<file path="src/csot_pkg.sv">
// Shared types and constants of the cache set occupancy tracker.
// No dependencies.
package csot_pkg;

  localparam int SET_COUNT_DEF      = 2048;
  localparam int SLICE_COUNT_DEF    = 26;
  localparam int TABLE_SIZE_DEF     = 512;
  localparam int MASK_COUNT_DEF     = 6;
  localparam int BIN_COUNT_DEF      = 40;
  localparam int LINES_PER_PAGE_DEF = 64;

  localparam int CFG_MASKS     = 6;
  localparam int LINE_SHIFT    = 6;
  localparam int LINE_BYTES    = 64;
  localparam int QUEUE_DEPTH   = 2;
  localparam logic [7:0] WAY_LIMIT_RST = 8'd12;

  // configuration register indexes
  localparam logic [2:0] CFG_WAY_LIMIT = 3'd0;
  localparam logic [2:0] CFG_MASK_0    = 3'd1;
  localparam logic [2:0] CFG_MASK_1    = 3'd2;
  localparam logic [2:0] CFG_MASK_2    = 3'd3;
  localparam logic [2:0] CFG_MASK_3    = 3'd4;
  localparam logic [2:0] CFG_MASK_4    = 3'd5;
  localparam logic [2:0] CFG_MASK_5    = 3'd6;

  typedef enum logic [1:0] {
    OP_LOAD   = 2'd0,
    OP_ADD    = 2'd1,
    OP_REMOVE = 2'd2,
    OP_SNAP   = 2'd3
  } op_t;

  typedef struct packed {
    logic [1:0]  operation;
    logic [63:0] page_address;
    logic [8:0]  table_index;
    logic [4:0]  table_slice;
  } in_item_t;

  typedef struct packed {
    logic [5:0]  bin_index;
    logic [15:0] bin_count;
    logic [15:0] over_limit;
    logic        last;
  } out_item_t;

  // classified command held in the queue
  typedef struct packed {
    op_t         op;
    logic [63:0] page_address;
    logic [8:0]  table_index;
    logic [4:0]  table_slice;
  } cmd_t;

  // back end to front end
  typedef struct packed {
    logic pop;
    logic clearing;
  } back_ctl_t;

  typedef enum logic [5:0] {
    ST_CLEAR = 6'b000001,
    ST_IDLE  = 6'b000010,
    ST_LINE  = 6'b000100,
    ST_DRAIN = 6'b001000,
    ST_SCAN  = 6'b010000,
    ST_EMIT  = 6'b100000
  } back_state_t;

endpackage

</file>
<file path="src/csot_front.sv">
// Front end: accepts input beats, classifies the operation, queues commands.
// Depends on csot_pkg.
module csot_front (
  input  logic                clk,
  input  logic                rst_n,
  input  logic                in_valid,
  output logic                in_ready,
  input  csot_pkg::in_item_t  in_data,
  output logic                q_valid,
  output csot_pkg::cmd_t      q_data,
  input  csot_pkg::back_ctl_t ctl
);
  import csot_pkg::*;

  localparam int PW = $clog2(QUEUE_DEPTH);

  cmd_t          q_mem_r [QUEUE_DEPTH];
  logic [PW-1:0] wr_ptr_r, wr_ptr_nxt;
  logic [PW-1:0] rd_ptr_r, rd_ptr_nxt;
  logic [PW:0]   cnt_r, cnt_nxt;
  logic          push;
  cmd_t          cmd;

  assign in_ready = (cnt_r < (PW+1)'(QUEUE_DEPTH)) && !ctl.clearing;
  assign push     = in_valid && in_ready;
  assign q_valid  = (cnt_r != '0);
  assign q_data   = q_mem_r[rd_ptr_r];

  // classify the incoming beat
  always_comb begin
    cmd.page_address = in_data.page_address;
    cmd.table_index  = in_data.table_index;
    cmd.table_slice  = in_data.table_slice;
    case (in_data.operation)
      OP_LOAD:   cmd.op = OP_LOAD;
      OP_ADD:    cmd.op = OP_ADD;
      OP_REMOVE: cmd.op = OP_REMOVE;
      default:   cmd.op = OP_SNAP;
    endcase
  end

  // queue pointers
  always_comb begin
    wr_ptr_nxt = wr_ptr_r;
    rd_ptr_nxt = rd_ptr_r;
    cnt_nxt    = cnt_r;
    if (push) begin
      wr_ptr_nxt = (wr_ptr_r == PW'(QUEUE_DEPTH-1)) ? '0 : wr_ptr_r + 1'b1;
    end
    if (ctl.pop) begin
      rd_ptr_nxt = (rd_ptr_r == PW'(QUEUE_DEPTH-1)) ? '0 : rd_ptr_r + 1'b1;
    end
    if (push && !ctl.pop) begin
      cnt_nxt = cnt_r + 1'b1;
    end else if (!push && ctl.pop) begin
      cnt_nxt = cnt_r - 1'b1;
    end
  end

  always_ff @(posedge clk) begin
    if (!rst_n) begin
      wr_ptr_r <= '0;
      rd_ptr_r <= '0;
      cnt_r    <= '0;
    end else begin
      wr_ptr_r <= wr_ptr_nxt;
      rd_ptr_r <= rd_ptr_nxt;
      cnt_r    <= cnt_nxt;
    end
  end

  always_ff @(posedge clk) begin
    if (push) begin
      q_mem_r[wr_ptr_r] <= cmd;
    end
  end
endmodule

</file>
<file path="config.mk">
export PLATFORM = sky130hd
export DESIGN_NAME = csot_front
export DESIGN_NICKNAME = d
export VERILOG_FILES = /design/src/csot_pkg.sv /design/src/csot_front.sv
export SDC_FILE = /design/constraint.sdc
export NUM_CORES = 1
export LEC_CHECK = 0
export BUFFER_PORTS_ARGS = -buffer_cell sky130_fd_sc_hd__buf_4
export CAP_MARGIN = 20
export CORE_MARGIN = 2
export CORE_UTILIZATION = 52
export DETAILED_ROUTE_END_ITERATION = 10
export PLACE_DENSITY = 0.9
export RECOVER_POWER = 25
export SKIP_CTS_REPAIR_TIMING = 1
export SLEW_MARGIN = 20
export SYNTH_ARGS = -nofsm -noshare
export SYNTH_HDL_FRONTEND = slang
export SYNTH_SLANG_ARGS = --single-unit
</file>
<file path="constraint.sdc">
create_clock -name clk -period 6.15 [get_ports clk]
set_input_delay 0.3075 -clock clk [delete_from_list [all_inputs] [get_ports clk]]
set_output_delay 0.3075 -clock clk [all_outputs]
set_load 0.05 [all_outputs]
</file>
==> impl_results.md, run 1 <==
* Status: finished, final reports clean
* Antenna violations before repair at 0
* CTS Sinks at 165
* Via count at 3062
* Max Fclk at 407.8 MHz
* Total GRT Usage at 16.69%
* Vias in the first global route at 3185
* Sequential power share at 48.0%
* Global placer's final weighted congestion at 0.7106
* Area growth from synthesis to layout at 31.64%
* Total CTS buffers at 17
* Critical Path Source Type: flop
* Crit Path Max Fanout at 80
* Hold WC Path Type: primary input to flop
* Routed WL per cell at 17.11 um
* Worst clock skew at 0.01045 ns
* Critical path class: flop to output port
* Syn Area/Cell at 22.07 sq um
* I/O Buffers at 166
* Final nets at 537
* Drt first pass iters at 6
* Yosys reg bits at 165
* DRT iter0 DRCs at 101
* Min Tclk post-route at 2.452 ns
* Slew at the pin closest to its max-slew limit at 1.073 ns
* Distinct cells, synth at 18
* Sw Ratio at 25.91%
* Starting density of the core at 53.19%
* Final setup TNS at 0 ns
* Final hold vios at 0
* CTS tree: done
* # DRC at 0
* Commonest non-fill, non-tap cells in the layout: 160 x edfxtp_1, 114 x buf_4, 80 x mux2_2
* Maximum vdd drop at 0.2066 mV
* RSZ-0062 raised after global routing: no
* Ports at 167
* Crit path DAT at 2.14 ns
* Register area share after synthesis at 81.11%
* Slew headroom at 28.46%
* P_leak at 2.926 nW
* First-pass GRT wire length at 15840 um
* Die X at 111.8 um
* DRT antenna net count at 0
* Mapped Cells at 274
* Leading cell type in the layout, fill and taps excluded: edfxtp_1
* Clk slew on worst S/H paths at 0.06 ns
* Crit share post-route at 39.87%
* PwrDens at 348.3 mW/mm^2
* H-tree Lvls at 4
* Core Area at 0.01137 sq mm
* Clk pwr share at 35.9%
* Total gr overflow at 0
* CP Data Required Time at 5.84 ns
* Gate power share at 16.2%
* Routed wire length at 10390 um
* Placement Setup Slack at 3.427 ns
* Layout cells sized above 1 at 58.19%
* P_int at 2.054 mW
* Clk buf depth at 2
* Die Area at 0.01251 sq mm
* Mapped cell area at 0.006047 sq mm
* # setup viols final at 0
* FP Rows at 39
* Sw Pwr at 0.7184 mW
* ANT cells at 0
* Worst hold slack at 0.08883 ns
* Synthesized Nets at 360
* Vias per cell at 5.044
* Worst-Skew Late Latency at 0.41 ns
* Max-cap violation count at 0
* Die Ht at 111.8 um
* Filler cells at 724
* Total power at 2.772 mW
* Dpl hpwl at 6541 um
* CTS root buffer: clkbuf_16
* Largest net degree at the start of global routing at 81
* Fin. max-slew vios at 0
* Final Worst Setup Slack at 3.698 ns
* Synth warn at 0
* CP Capture Type: output port
state kept, by name, summed over array words and instances (netlist names), named ones only:
signal / cells
cnt_r: 2
q_mem_r: 160
rd_ptr_r: 1
wr_ptr_r: 1
logic make-up (layout without fill, tap and decap cells):
group | Yosys count | after routing | synth area share, %
AO/OA/AOI/OAI | 2 | 2 | 0.2069
XOR/XNOR | 4 | 4 | 0.5795
flip-flops | 165 | 165 | 81.11
adder cells (fa/ha/maj) | 1 | 1 | 0.2069
AND/OR/NAND/NOR | 10 | 10 | 1.200
buffers and inverters | 12 | 202 | 1.800
multiplexers | 80 | 80 | 14.90
per-stage QoR:
stage	instances	utilization [%]	instance area [sq um]
after floorplan	274	-	6047
after global placement	573	64.98	7388
after detailed placement	573	64.98	7388
after CTS	605	69.96	7954
after global routing	607	70.01	7960
final	607	70.01	7960
power groups by stage:
stage,sequential [mW],clock (mW),combinational (mW)
after floorplan,1.33,0,0.326
after global placement,1.35,0,0.443
after detailed placement,1.35,0,0.450
after CTS,1.33,1.01,0.451
after global routing,1.34,1.07,0.466
final,1.33,0.995,0.448
critical path: stages, from the launching register on:
cell and delay (ns):
dfxtp_4 0.98, mux2_2 0.44, buf_4 0.19
worst paths after layout:
path | end | startpoint | slack, ns | depth (start not counted)
max | q_data[73] | flop | 3.70 | 2
min | q_mem_r[0][25] | in_data[25] | 0.09 | 1
max reg2reg | q_mem_r[0][49] | cnt_r[1] | 4.05 | 3
min reg2reg | cnt_r[1] | cnt_r[1] | 0.55 | 2
synthesized netlist by cell type:
master,n,area [sq um]
a21boi_1,1,7.510
and2_1,5,31.28
buf_4,1,7.510
buf_6,8,90.09
clkbuf_1,2,7.510
dfxtp_1,5,100.1
edfxtp_1,160,4805
ha_1,1,12.51
inv_1,1,3.750
mux2_2,80,900.9
nor2_1,1,3.750
nor2b_1,1,6.260
nor3b_4,1,18.77
o21ai_0,1,5.000
or2_2,1,6.260
or3_1,1,6.260
xnor2_1,1,8.760
xor2_1,3,26.28
per-layer routing:
layer,up-vias,wire [um],global-route usage (%)
met5,-,0,0
met4,0,129,6.667
met3,12,572,5.280
met2,107,5319,28.04
met1,1508,4363,20.20
li1,1435,-,-
cell type report:
class	instances	area [sq um]	share of cell area, %
well taps	143	178.9	2.248
inverters	1	3.754	0.04716
repair buffers	169	1260	15.83
flip-flops and latches	165	4908	61.66
clock inverters	14	136.4	1.713
multi-input cells	97	1044	13.11
clock buffers	18	429.2	5.391
Note: power is estimated with default switching activity, not from simulation.
==> run 2, diff against run 1 <==
- ABC_AREA: unset -> 1
- CORE_UTILIZATION: 52 -> 47
- PLACE_DENSITY: 0.9 -> 0.86
- clock period: 6.15 -> 2.2 ns (I/O delays scaled with it)
==> run 2 against run 1 <==
Flip-flop and latch count unchanged. Largest power group unchanged. Critical path depth increased by 1. Cell count increased by 21%. Design area increased by 16%. Die area increased by 17%. Worst hold slack improved by 0.021 ns. Utilization decreased by 0.61 points. Largest cell class unchanged. Count of clock-buffer cells in the layout increased by 3. Highest routed layer unchanged. Area after synthesis increased by 6.1%. First-iteration DRC count increased by 100%. Register-to-register slack got worse by 3.3 ns. Clock power increased to 3.0 times the previous value.
==> impl_results.md, run 2 <==
* Leading cell type in the layout, fill and taps excluded: edfxtp_1
* RSZ-0062 raised after global routing: no
* Layout cells sized above 1 at 49.11% (-9.1 points)
* Final hold vios at 0 (unchanged)
* Total power at 7.953 mW (+190%)
* Core Area at 0.01330 sq mm (+17%)
* Die Ht at 120.9 um (+8.1%)
* Slew headroom at 68.41% (+40 points)
* Distinct cells, synth at 14 (-4)
* Hold path startpoint: in_valid
* Clk slew on worst S/H paths at 0.06 ns (about the same)
* Synthesized Nets at 373 (+3.6%)
* DRT antenna net count at 0 (unchanged)
* Top_reg_cell synth: edfxtp_1
* Total GRT Usage at 14.97% (-1.7 points)
* Slew at the pin closest to its max-slew limit at 0.4739 ns (-0.5993 ns)
* Min Tclk post-route at 1.810 ns
* RR Endpoint: q_mem_r[0][55]
* Crit share post-route at 82.27%
* Vias in the first global route at 3369 (+5.8%)
* H-tree Lvls at 4 (unchanged)
* Fin. max-slew vios at 0 (unchanged)
* Total CTS buffers at 17 (unchanged)
* Routed wire length at 12460 um (+20%)
* DRT iter0 DRCs at 202 (+100%)
* Final Worst Setup Slack at 0.3901 ns (-3.308 ns)
* Cell taking the most area after synthesis: edfxtp_1
* Starting density of the core at 48.27% (-4.9 points)
* CTS tree: done
* Largest registers: q_mem_r x160, cnt_r x2
* FP Rows at 42 (+7.7%)
* P_leak at 3.632 nW (+24%)
* Antenna violations before repair at 1 (+1)
* Worst clock skew at 0.007692 ns (-0.002762 ns)
* Commonest non-fill, non-tap cells in the layout: 160 x edfxtp_1, 115 x buf_4, 83 x dlygate4sd3_1
* Async SR Flop Fraction at 0% (unchanged)
* WHS Path Cells at 4 (+3)
* Area growth from synthesis to layout at 43.79%
* Maximum vdd drop at 0.7149 mV (+250%)
* Dpl hpwl at 7192 um (+9.9%)
* Filler cells at 831 (+15%)
* Max-cap violation count at 0 (unchanged)
* Mapped cell area at 0.006417 sq mm (+6.1%)
* Largest net degree at the start of global routing at 81 (unchanged)
* Die X at 120.9 um (+8.1%)
* # setup viols final at 0 (unchanged)
* Via count at 3503 (+14%)
* Yosys reg bits at 165 (unchanged)
* Critical Path Source Type: flop
* Crit Path Max Fanout at 43 (-46%)
* Global placer's final weighted congestion at 0.6720 (-5.4%)
* Synth area leaders: edfxtp_1 75%, mux2_4 19%, buf_12 2.5%
* Largest register FFs at 160 (unchanged)
* CTS root buffer: clkbuf_16
* Post-synth EDFFs at 160 (unchanged)
* FF-to-FF Start: cnt_r[1]
* Die Area at 0.01460 sq mm (+17%)
* Max Fclk at 552.5 MHz
* Critical path class: flop to output port
* Register area share after synthesis at 76.43% (-4.7 points)
* Worst-Skew Late Latency at 0.41 ns (about the same)
* Drt first pass iters at 4 (-2)
* I/O Buffers at 166 (unchanged)
* Most instantiated cells after synthesis: 160 x edfxtp_1, 80 x mux2_4, 9 x nor2_1
* Status: finished, final reports clean
* FF-to-FF path depth at 4 (+1)
* First-pass GRT wire length at 16060 um (+1.4%)
* Worst hold endpoint: wr_ptr_r
* CP Data Required Time at 2.09 ns (-3.75 ns)
* Count leader, synth: edfxtp_1
* Placement Setup Slack at 0.7623 ns (-2.665 ns)
* # DRC at 0 (unchanged)
* PwrDens at 861.9 mW/mm^2 (+150%)
* CP Capture Type: output port
* Total gr overflow at 0 (unchanged)
* Syn Area/Cell at 22.36 sq um (+1.3%)
* Final nets at 634 (+18%)
* CTS Sinks at 165 (unchanged)
* Crit path DAT at 1.70 ns (-0.44 ns)
* Hold WC Path Type: primary input to flop
* Vias per cell at 4.753 (-5.8%)
* Largest reg by FF count: q_mem_r
* Synth warn at 0 (unchanged)
* Ports at 167 (unchanged)
* Mapped Cells at 287 (+4.7%)
* R2R setup slack at 0.71 ns (-3.34 ns)
* Share of the synthesized area in the top cell type at 74.87% (-4.6 points)
* Clk buf depth at 2 (unchanged)
* Routed WL per cell at 16.90 um (-1.2%)
run 2: cell types whose count changed in the layout (fill, tap and decap cells not counted), sizes merged, moves of 2 or more:
cell / change
xor2: -3
nand2: +8
clkinv: -7
inv: +6
buf: +3
and2: -5
dlygate4sd3: +83
clkinvlp: +2
bufinv: +2
nor2: +8
run 2: worst max-delay path by stage:
| stage | startpoint | endpoint | depth (start not counted) |
|---|---|---|---|
| 3_5_place_dp | cnt_r[1] | q_mem_r[0][49] | 4 |
| 4_1_cts | flop | q_data[46] | 3 |
| 3_3_place_gp | cnt_r[1] | q_mem_r[0][73] | 4 |
| 6_report | flop | q_data[69] | 3 |
| 2_1_floorplan | cnt_r[1] | q_mem_r[0][0] | 3 |
| 5_1_grt | flop | q_data[69] | 3 |
run 2: through the flow:
step | std cells | cell area [sq um] | utilization, % | hold slack (ns) | TNS (ns)
finish | 737 | 9228 | 69.41 | 0.1094 | 0
global route | 737 | 9228 | 69.41 | 0.1643 | 0
CTS | 653 | 8428 | 63.39 | -0.1423 | 0
detailed placement | 622 | 7820 | 58.82 | 0.2976 | 0
global placement | 622 | 7820 | 58.82 | 0.2946 | 0
floorplan | 287 | 6449 | - | 0.2089 | -26.51
run 2: routing by layer:
metal | global-route usage, % | part of all wire (%) | up-vias | wire (um)
li1 | - | - | 1629 | -
met1 | 15.64 | 37 | 1724 | 4551
met2 | 26.09 | 55 | 126 | 6914
met3 | 6.156 | 5.9 | 24 | 730
met4 | 7.049 | 2.1 | 0 | 261
met5 | 0 | 0 | - | 0
run 2: critical path, stage by stage, from the launching register on:
cell	delay, ns
dfxtp_4	0.40
buf_12	0.31
mux2_4	0.34
buf_4	0.19
run 2: power by group:
part	switching, mW	internal (mW)
combinational	0.749	0.553
sequential	0.0410	3.59
clock	1.10	1.92
total	1.89	6.06
run 2: cell type report:
class                      instances  area [sq um]  share of cell area [%]
antenna                            1         2.502                 0.02712
clock buffer                      21         450.4                   4.881
clock inverter                    10         157.7                   1.708
inverter                           8         30.03                  0.3254
multi-input combinational        103          1334                   14.45
sequential                       165          4910                   53.21
tap                              176         220.2                   2.386
timing repair buffer             253          2123                   23.01
run 2: logic make-up (layout without fill, tap and decap cells):
| group | count (synthesis) | count (layout) | synth area share [%] |
|---|---|---|---|
| other | 0 | 1 | 0 |
| and+or+nand+nor | 19 | 19 | 1.170 |
| DFF | 165 | 165 | 76.43 |
| adders and majority gates | 1 | 1 | 0.1949 |
| AOI/OAI and AO/OA | 3 | 3 | 0.2339 |
| buffers and inverters | 19 | 292 | 3.256 |
| muxes | 80 | 80 | 18.72 |
==> run 3, diff against run 2 <==
- CORE_UTILIZATION: 47 -> 52
- PLACE_DENSITY: 0.86 -> 0.9
- clock period: 2.2 -> 1.7 ns (I/O delays scaled with it)
==> run 3 against run 2 <==
Sequential power increased by 29%. Utilization increased by 7.0 points. Die area decreased by 9.3%. Design area decreased by 0.57%. Sequential share of layout area increased by 0.30 points. Flip-flop and latch count unchanged. Worst setup slack got worse by 0.37 ns. Critical path depth unchanged. Worst hold slack improved by 0.012 ns. Global-route usage increased by 1.8 points. Routed wire length increased by 4.2%. Non-clock buffer count increased by 2. Highest routed layer unchanged.
==> impl_results.md, run 3 (same netlist as run 2, synthesis figures left out) <==
* Largest registers: q_mem_r x160, cnt_r x2
* Fin. max-slew vios at 0 (unchanged)
* Slowest cell on the critical path: dfxtp_4
* Final nets at 636 (+0.32%)
* Crit Path Max Fanout at 29 (-33%)
* I/O Buffers at 166 (unchanged)
* Status: finished, final reports clean
* Min Tclk post-route at 1.677 ns
* Vias per cell at 4.973 (+4.6%)
* Filler cells at 638 (-23%)
* Slew at the pin closest to its max-slew limit at 0.3578 ns (-0.1160 ns)
* CTS root buffer: clkbuf_16
* Clk slew on worst S/H paths at 0.06 ns (about the same)
* Die Ht at 115.1 um (-4.8%)
* Drt first pass iters at 4 (unchanged)
* CTS tree: done
* # DRC at 0 (unchanged)
* Die Area at 0.01325 sq mm (-9.3%)
* Final setup TNS at 0 ns (unchanged)
* Worst-path cell chain: buf_12 > mux2_4 > buf_4
* ANT cells at 0 (-1)
* Core Area at 0.01201 sq mm (-9.7%)
* Sw Pwr at 2.467 mW (+30%)
* P_int at 7.607 mW (+26%)
* Routed wire length at 12980 um (+4.2%)
* Largest reg by FF count: q_mem_r
* Largest net degree at the start of global routing at 62 (-23%)
* Leading cell type in the layout, fill and taps excluded: edfxtp_1
* Slew headroom at 76.14% (+7.7 points)
* Routed WL per cell at 18.28 um (+8.1%)
* Antenna violations before repair at 0 (-1)
* Commonest non-fill, non-tap cells in the layout: 160 x edfxtp_1, 122 x buf_4, 82 x dlygate4sd3_1
* Crit-path leading delay family: buffers and inverters
* First-pass GRT wire length at 16180 um (+0.77%)
* Critical path class: flop to output port
* Worst-Skew Late Latency at 0.42 ns (about the same)
* Ports at 167 (unchanged)
* P_leak at 3.625 nW (-0.19%)
* CP Data Required Time at 1.62 ns (-0.47 ns)
* DRT antenna net count at 0 (unchanged)
* CP max stage delay at 0.39 ns (about the same)
* CP Capture Type: output port
* Sw Ratio at 24.49% (+0.70 points)
* Max-cap violation count at 0 (unchanged)
* Sequential power share at 46.7% (+1.0 points)
* Global placer's final weighted congestion at 0.7171 (+6.7%)
* Hold WC Path Type: primary input to flop
* Starting density of the core at 53.43% (+5.2 points)
* FP Rows at 40 (-4.8%)
* CTS Sinks at 165 (unchanged)
* Max Fclk at 596.2 MHz
* DRT iter0 DRCs at 234 (+16%)
* Total gr overflow at 0 (unchanged)
* Final hold vios at 0 (unchanged)
* Via count at 3531 (+0.80%)
* Worst clock skew at 0.008656 ns (+0.0009638 ns)
* H-tree Lvls at 4 (unchanged)
* Worst Path Buf+Inv at 2 (unchanged)
* Critical Path Source Type: flop
* Vias in the first global route at 3231 (-4.1%)
* Maximum vdd drop at 0.9881 mV (+38%)
* Crit path DAT at 1.59 ns (-0.11 ns)
* Layout cells sized above 1 at 49.02% (-0.084 points)
* Die X at 115.1 um (-4.8%)
* Area growth from synthesis to layout at 42.97%
* Largest register FFs at 160 (unchanged)
* Fin cells at 710 (-3.7%)
* PwrDens at 1098 mW/mm^2 (+27%)
* Crit share post-route at 98.66%
* Dpl hpwl at 7503 um (+4.3%)
* RSZ-0062 raised after global routing: yes
* # setup viols final at 0 (unchanged)
* Total GRT Usage at 16.74% (+1.8 points)
* Gate power share at 17.0% (+0.6 points)
* Dpl cells at 596 (-4.2%)
* Clk buf depth at 2 (unchanged)
* Clk pwr share at 36.4% (-1.6 points)
* Total CTS buffers at 17 (unchanged)
## run 3: cell types whose count changed in the layout (fill, tap and decap cells not counted)
cell | previous run | this run
buf_1 | 0 | 1
buf_12 | 4 | 5
buf_4 | 115 | 122
bufinv_16 | 4 | 2
clkbuf_1 | 12 | 14
clkbuf_4 | 42 | 36
clkbuf_8 | 1 | 2
clkinv_2 | 3 | 2
clkinv_4 | 0 | 1
diode_2 | 1 | 0
dlygate4sd3_1 | 83 | 82
## run 3: through the flow
stage                     total power [mW]  util (%)  hold WS (ns)  cell area [sq um]  setup slack, ns
after floorplan                      5.874         -        0.1839               6449          -0.6765
after global placement               6.293     65.09        0.2703               7819           0.3817
after detailed placement             6.338     65.09        0.2724               7819           0.3211
after CTS                            9.991     69.86       -0.1741               8392        -0.005400
after global routing                 10.38     76.39        0.1584               9175         -0.02984
final                                10.07     76.39        0.1215               9175          0.02276
## run 3: cell type report
cell class	count	area (sq um)	area share, %
flip-flops and latches	165	4910	53.51
repair buffers	255	2145	23.37
multi-input cells	103	1334	14.54
clock buffers	24	471.7	5.141
well taps	147	183.9	2.005
clock inverters	8	101.3	1.105
inverters	8	30.03	0.3273
## run 3: final timing paths
| path | from | end | slack (ns) | cells past startpoint |
|---|---|---|---|---|
| max | flop | q_data[10] | 0.02 | 3 |
| min | in_valid | wr_ptr_r | 0.12 | 4 |
| max reg2reg | cnt_r[1] | cnt_r[1] | 0.26 | 9 |
| min reg2reg | rd_ptr_r | rd_ptr_r | 0.50 | 2 |
## run 3: power by group through the flow
stage	sequential (mW)	clock, mW	combinational, mW
final	4.70	3.66	1.71
after global routing	4.71	3.89	1.78
after floorplan	4.77	0	1.10
after global placement	4.77	0	1.52
after detailed placement	4.78	0	1.55
after CTS	4.70	3.73	1.56
## run 3: worst reg2reg max path: cells and delay by family (launching register included)
family | cells | cell delay [ns]
AND/OR/NAND/NOR | 5 | 0.54
flip-flops | 1 | 0.34
adder cells (fa/ha/maj) | 1 | 0.27
buffers and inverters | 3 | 0.23
## run 3: per-layer routing
metal  wire (um)  vias to the layer above  share of wire [%]  GRT usage [%]
met2        7121                      129                 55          28.55
met1        4918                     1742                 38          18.70
li1            -                     1639                  -              -
met3         673                       21                5.2          6.009
met5           0                        -                  0              0
met4         264                        0                2.0          8.193
